==> src/rtl/core/triangle_texture_coord_setup_assert.svh <==
// Assertion macros for the triangle texture setup block.
// Used by the top level; needs clk_i and rst_ni in scope.
`ifndef TRIANGLE_TEXTURE_COORD_SETUP_ASSERT_SVH
`define TRIANGLE_TEXTURE_COORD_SETUP_ASSERT_SVH

// condition that holds at every clock edge out of reset
`define TCS_ASSERT_COMB(lbl, expr, msg) \
  lbl: assert property (@(posedge clk_i) disable iff (!rst_ni) (expr)) else $error(msg);

// antecedent now implies consequent in the next cycle
`define TCS_ASSERT_NEXT(lbl, ante, cons, msg) \
  lbl: assert property (@(posedge clk_i) disable iff (!rst_ni) (ante) |=> (cons)) \
    else $error(msg);

`endif

==> src/rtl/core/tcs_pkg.sv <==
// Shared widths, latencies and datapath step functions for the
// triangle texture setup pipeline. No dependencies.
`default_nettype none

package tcs_pkg;

  localparam int FracBits = 16;
  localparam int CoordW   = 32;
  localparam int NumCoord = 9;
  localparam int SqW      = 66;               // exact squared side length
  localparam int NumW     = 67;               // |b^2 + c^2 - a^2|
  localparam int RootW    = SqW / 2;          // floor sqrt of SqW bits
  localparam int RemSqW   = RootW + 2;
  localparam int DivDW    = RootW + 1;        // divisor width (2c)
  localparam int DivRemW  = DivDW + 1;
  localparam int DivQW    = RootW + FracBits; // quotient bits per divide
  localparam int QW       = RootW + 1;        // law-of-cosines x0 width
  localparam int OutUW    = 32;
  localparam int OutPW    = 31;

  localparam int DistLat  = 3;
  localparam int SqrtLat  = RootW;
  localparam int DivLat   = DivQW;
  localparam int PipeLat  = DistLat + SqrtLat + DivLat + 2 + SqrtLat + DivLat;

  localparam logic CfgLenS = 1'b0;
  localparam logic CfgLenT = 1'b1;

  typedef struct packed {
    logic [RemSqW-1:0] rem;
    logic [RootW-1:0]  root;
  } sq_step_t;

  typedef struct packed {
    logic [DivRemW-1:0] rem;
    logic               bit_q;
  } div_step_t;

  function automatic sq_step_t sqrt_step(input logic [RemSqW-1:0] rem,
                                         input logic [RootW-1:0]  root,
                                         input logic [1:0]        pair);
    logic [RemSqW-1:0] t;
    logic [RemSqW-1:0] trial;
    sq_step_t          r;
    t     = {rem[RemSqW-3:0], pair};
    trial = {root, 2'b01};
    if (t >= trial) begin
      r.rem  = t - trial;
      r.root = {root[RootW-2:0], 1'b1};
    end else begin
      r.rem  = t;
      r.root = {root[RootW-2:0], 1'b0};
    end
    return r;
  endfunction

  function automatic div_step_t div_step(input logic [DivRemW-1:0] rem,
                                         input logic [DivDW-1:0]   den,
                                         input logic               nbit);
    logic [DivRemW-1:0] t;
    logic [DivRemW-1:0] dd;
    div_step_t          r;
    t  = {rem[DivRemW-2:0], nbit};
    dd = {1'b0, den};
    if (t >= dd) begin
      r.rem   = t - dd;
      r.bit_q = 1'b1;
    end else begin
      r.rem   = t;
      r.bit_q = 1'b0;
    end
    return r;
  endfunction

endpackage

`default_nettype wire

==> src/rtl/core/tcs_sqrt.sv <==
// Floor square root, one result bit per register stage.
// Depends on tcs_pkg.
`default_nettype none

module tcs_sqrt
  import tcs_pkg::*;
(
  input  wire logic             clk_i,
  input  wire logic             en_i,
  input  wire logic [SqW-1:0]   rad_i,
  output logic      [RootW-1:0] root_o
);

  logic [SqW-1:0]    rad_q  [SqrtLat-1];
  logic [RemSqW-1:0] rem_q  [SqrtLat-1];
  logic [RootW-1:0]  root_q [SqrtLat];

  for (genvar i = 0; i < SqrtLat; i++) begin : g_stage
    logic [SqW-1:0]    rad_in;
    logic [RemSqW-1:0] rem_in;
    logic [RootW-1:0]  root_in;
    sq_step_t          step;

    if (i == 0) begin : g_first
      assign rad_in  = rad_i;
      assign rem_in  = '0;
      assign root_in = '0;
    end else begin : g_next
      assign rad_in  = rad_q[i-1];
      assign rem_in  = rem_q[i-1];
      assign root_in = root_q[i-1];
    end

    assign step = sqrt_step(rem_in, root_in, rad_in[SqW-1:SqW-2]);

    always_ff @(posedge clk_i) begin
      if (en_i) root_q[i] <= step.root;
    end

    if (i < SqrtLat - 1) begin : g_carry
      always_ff @(posedge clk_i) begin
        if (en_i) begin
          rem_q[i] <= step.rem;
          rad_q[i] <= {rad_in[SqW-3:0], 2'b00};
        end
      end
    end
  end

  assign root_o = root_q[SqrtLat-1];

endmodule

`default_nettype wire

==> config.mk <==
export PLATFORM = sky130hd
export DESIGN_NAME = tcs_sqrt
export DESIGN_NICKNAME = d
export VERILOG_FILES = /design/src/rtl/core/triangle_texture_coord_setup_assert.svh /design/src/rtl/core/tcs_pkg.sv /design/src/rtl/core/tcs_sqrt.sv
export SDC_FILE = /design/constraint.sdc
export NUM_CORES = 2
export LEC_CHECK = 0
export BUFFER_PORTS_ARGS = -buffer_cell sky130_fd_sc_hd__buf_2
export CAP_MARGIN = 25
export CORE_AREA = 3 3 386 540
export CTS_BUF_LIST = sky130_fd_sc_hd__clkbuf_8
export DETAILED_ROUTE_END_ITERATION = 8
export DIE_AREA = 0 0 389 543
export PLACE_DENSITY = 0.89
export SLEW_MARGIN = 10
export SYNTH_ARGS = -nofsm -noshare
export SYNTH_HDL_FRONTEND = slang
export SYNTH_MEMORY_MAX_BITS = 65536
export SYNTH_SLANG_ARGS = --single-unit
export TNS_END_PERCENT = 30
==> constraint.sdc <==
create_clock -name clk_i -period 3.1 [get_ports clk_i]
set_input_delay 0.465 -clock clk_i [delete_from_list [all_inputs] [get_ports clk_i]]
set_output_delay 0.465 -clock clk_i [all_outputs]
set_load 0.03 [all_outputs]
## Yosys cells after proc, flatten, opt, wreduce, memory -nomap -nowiden

Memory sizes are Yosys's and may differ from the RTL's.
Index checks and enable logic that the tools add are counted.
Widths: inputs -> output; s select.

- Bits in registers: 0
- Memory bits (writable): 4,257
- Bits of input ports: 68
- Output and inout bits: 33
- Memories: 3

- Add/sub/neg operators: 32
- Order comparisons: 33
- Mux-type cells: 35

Memories:

| name | depth | bits a word | rd ports | clocked after memory_dff | wr ports | line | RTL |
|---|---|---|---|---|---|---|---|
| rad_q | 32 | 64 | 32 | 0 | 32 | tcs_sqrt.sv:14 | `logic [SqW-1:0] rad_q [SqrtLat-1];` |
| rem_q | 32 | 35 | 32 | 0 | 32 | tcs_sqrt.sv:15 | `logic [RemSqW-1:0] rem_q [SqrtLat-1];` |
| root_q | 33 | 33 | 33 | 0 | 33 | tcs_sqrt.sv:16 | `logic [RootW-1:0] root_q [SqrtLat];` |

Operators with widths:

| operator | number |
|---|---|
| $mux 68 | 32 |
| $ge 35x35->1 | 32 |
| $sub 35x35->35 | 31 |
| $mux 1 | 3 |
| $sub 2x1->3 const B | 1 |
| $ge 2x1->1 const B | 1 |

## Depth between registers and ports, before layout

An unclocked memory read counts as a cell.

- Word-level depth: 3
- Gate-level depth with buffers: 15
- Gate-level depth less buffers: 13

## Worst setup path before layout

No wires, ideal clock.

- Kind: register to register
- From: memory rem_q[1][496] (netlist bit)
- To: memory rem_q[1][551] (netlist bit) (data pin)
- Data arrival time: 3,158 ps
- Slack: -318 ps
- Stages on the path, launching flop included: 13
- Period minus slack after synthesis: 3,418 ps
- Path through: edfxtp_1 ha_1 a21o_1 a21oi_1 o21ai_0 a2111o_1 and3_1 or3_1 a21oi_1 o21ai_1 a31oi_4 buf_4 mux2_2

RTL lines:

| what | line |
|---|---|
| start: declaration | tcs_sqrt.sv:15 |

==> summary.txt <==
Layout
  – Fillers: 11158
  – Final core utilization: 74.5%
  – Share of layout cells above drive strength 1: 26.8%
  – Nets: 12068
  – Area growth syn-to-layout: 24.7%

Logic synthesis
  – Avg Synthesized Cell Area: 13.0 sq um
  – Synth Flop Type: edfxtp_1
  – Post-synthesis cell count: 9404
  – Synth warnings: 0
  – Register area share after synthesis: 64.6%
  – Post-synth ARST share: 0%
  – Cell area after synthesis: 0.122 sq mm
  – Synth unique cells: 99
  – Post-synth EDFFs: 2624
  – Synth Register Bits: 2624
  – Net Count, Synth: 10067

Drt
  – Routed WL per cell: 24.9 um
  – DRC: 0
  – Post-DR vias/cell: 6.27
  – DR pass1 iterations: 9
  – Vias: 90353
  – Wirelength, routed: 358000 um
  – Iteration-0 DRC Markers: 10340
  – Antenna Violating Nets Remaining: 0

Timing
  – Setup violations, final: 737
  – Slew @ Worst Pin: 1180 ps
  – Fin. Hold Viols: 0
  – Crit share post-route: 120%
  – Final setup margin: -632 ps
  – Slew margin rel.: 20.4%
  – Sum of negative setup slack: -173380 ps
  – Tmin final: 3730 ps
  – Pins over their slew limit: 0
  – Fmax: 0.268 GHz
  – Worst Skew: 127 ps
  – Worst Hold Slack: 109 ps
  – RSZ-0062 raised after global routing: true

Global routing
  – Vias in the first global route: 90476
  – Largest net degree at the start of global routing: 117
  – GR met3 Demand/Resource: 5.36%
  – GR Util met1: 26.6%
  – Met2 usage: 54.7%
  – GRT overflow: 0
  – Total track usage: 29.4%
  – Top Usage Layer GRT: met2
  – Initial antenna violation count: 13
  – First-pass GRT wire length: 485000 um

CTS
  – CTS tree: yes
  – Maximum buffer depth of the clock tree: 4
  – # H-tree levels: 5
  – Worst skew pair latency: 1000 ps
  – Clk slew on worst S/H paths: 90 ps
  – CTS Sinks: 2624
  – Clock Root Buffer: clkbuf_8
  – Total CTS buffers: 381

Power
  – Peak VDD IR: 0.867 mV
  – Leak pwr: 60.8 nW
  – P per Cell Area: 709 mW/mm^2

Placement
  – Routability cong.: 0.975
  – Dpl ws: -620 ps
  – Post-DP HPWL: 204000 um
  – I/O Buffers: 100

Die
  – Die area: 0.211 sq mm
  – Initial Util: 59.8%
  – Core area: 0.204 sq mm
  – Die Span X: 389 um
  – Cell row count: 196
  – I/O pins: 101
  – Die H: 543 um

Critical path
  – Setup crit end kind: flip-flop
  – R2R setup slack: -630 ps
  – CP max FO: 4
  – Crit path kind: flip-flop to flip-flop
  – Worst Path Arrival: 4460 ps
  – R2R Path End: rem_q[1][442]$_DFFE_PP_
  – Setup crit end: rem_q[1][442]$_DFFE_PP_
  – Worst setup startpoint: rem_q[1][390]$_DFFE_PP_
  – Critical R2R Launch: rem_q[1][390]$_DFFE_PP_
  – Worst Reg-to-Reg Cells: 11
  – CP Launch Type: flip-flop
  – Worst Path Required: 3830 ps

Min path
  – Worst min path class: primary input to flip-flop

Run status
  – Status: finished with violations
  – Failing checks: negative setup slack

Run
  – Max-Cap Viols: 0
## report_power, final
group	total [W]	internal (W)	switching [W]
Clock	0.0276	0.0138	0.0139
Combinational	0.0320	0.0146	0.0173
Sequential	0.0483	0.0449	0.00332
## state kept, by name, indices dropped and copies added (netlist names)
name,count
rad_q,1056
rem_q,1007
root_q,561
## cell usage in the layout, fill, tap and decap left out, types with 53 or more instances in the layout
cell,instances
mux2_2,59
inv_1,808
xor2_1,390
nor2_1,484
nand4_1,95
buf_6,53
o21ai_0,384
buf_2,99
clkbuf_8,389
nor4_1,68
clkinv_1,96
o21a_1,100
o21ai_1,72
o31ai_1,65
nor2b_1,85
buf_12,78
or3_1,77
edfxtp_1,2624
clkinv_2,64
ha_4,57
nand3_1,133
ha_1,523
a21o_1,241
nand2_1,620
xnor2_1,406
a21oi_1,451
dlygate4sd3_1,68
nand2b_1,130
o21ai_2,111
nor3_1,181
buf_4,1461
## Yosys cell counts (all sizes together) (82+ instances only)
| cell | count | share of area (%) |
|---|---|---|
| ha | 595 | 6.1 |
| nand2 | 705 | 2.2 |
| o31ai | 82 | 0.50 |
| o21ai | 576 | 2.4 |
| xnor2 | 417 | 3.0 |
| inv | 751 | 2.3 |
| nor4 | 117 | 0.66 |
| nand3 | 146 | 0.60 |
| nor3 | 222 | 0.91 |
| edfxtp | 2624 | 65 |
| nor2 | 525 | 1.6 |
| nor2b | 94 | 0.48 |
| a21o | 241 | 1.5 |
| clkbuf | 134 | 0.41 |
| o21a | 105 | 0.65 |
| mux2 | 95 | 0.88 |
| xor2 | 394 | 2.8 |
| nand4 | 95 | 0.49 |
| or3 | 101 | 0.53 |
| a21oi | 509 | 2.1 |
| nand2b | 138 | 0.71 |
## stage by stage
stage	area, sq um	std cells	power [W]
floorplan	122000	9404	0.0633
global placement	136000	13315	0.0729
detailed placement	136000	13315	0.0741
CTS	147000	14203	0.103
global route	152000	14392	0.112
finish	152000	14399	0.108
## worst min-delay path by stage
stage	from	end	slack (ps)	cells after the start
floorplan	rad_q[0][934]$_DFFE_PP_	rad_q[0][1000]$_DFFE_PP_	400	0
global placement	rad_q[0][814]$_DFFE_PP_	rad_q[0][880]$_DFFE_PP_	400	0
detailed placement	rad_q[0][82]$_DFFE_PP_	rad_q[0][148]$_DFFE_PP_	400	0
CTS	rad_i[13]	rad_q[0][13]$_DFFE_PP_	80	2
global route	rad_i[58]	rad_q[0][58]$_DFFE_PP_	110	2
finish	rad_i[58]	rad_q[0][58]$_DFFE_PP_	110	2
## layout make-up
class	count	area (sq um)	share of cell area [%]
flip-flops and latches	2624	78800	51.8
multi-input cells	5847	44500	29.3
repair buffers	1800	15200	10.0
clock buffers	389	5350	3.52
well taps	2673	3340	2.20
inverters	751	2830	1.86
clock inverters	300	1960	1.29
diodes	15	37.5	0.0247
## timing repair
item | CTS | global route
pin swaps | 165 | 270
resized for setup | 528 | 732
setup buffers | 114 | 196
endpoints found under the hold margin | 98 | 0
cloned | 24 | 14
hold buffers | 68 | 0
setup endpoints to repair | 771 | 903
## metal layers
layer | vias up | wire [um]
li1 | 38822 | -
met1 | 42658 | 104000
met2 | 6194 | 183000
met3 | 2673 | 28200
met4 | 6 | 43300
met5 | - | 41
## critical path, stage by stage (launching register included)
cell and delay [ps]:
edfxtp_1 480, ha_4 300, a2111o_1 380, o2111a_1 290, o21a_2 240, a221o_1 400
a41oi_4 430, buf_6 200, o211ai_1 160, buf_4 190, xor2_1 130, mux2_2 260
## logic make-up after synthesis
| kind of cell | share of synthesized area, % |
|---|---|
| flops | 64.6 |
| simple gates | 9.85 |
| compound gates | 9.72 |
| buf+inv | 2.93 |
| xor+xnor | 5.82 |
| fa+ha+maj | 6.10 |
| mux | 0.984 |
| other cells | 0.00307 |
Power figures use the tool's default switching activity.
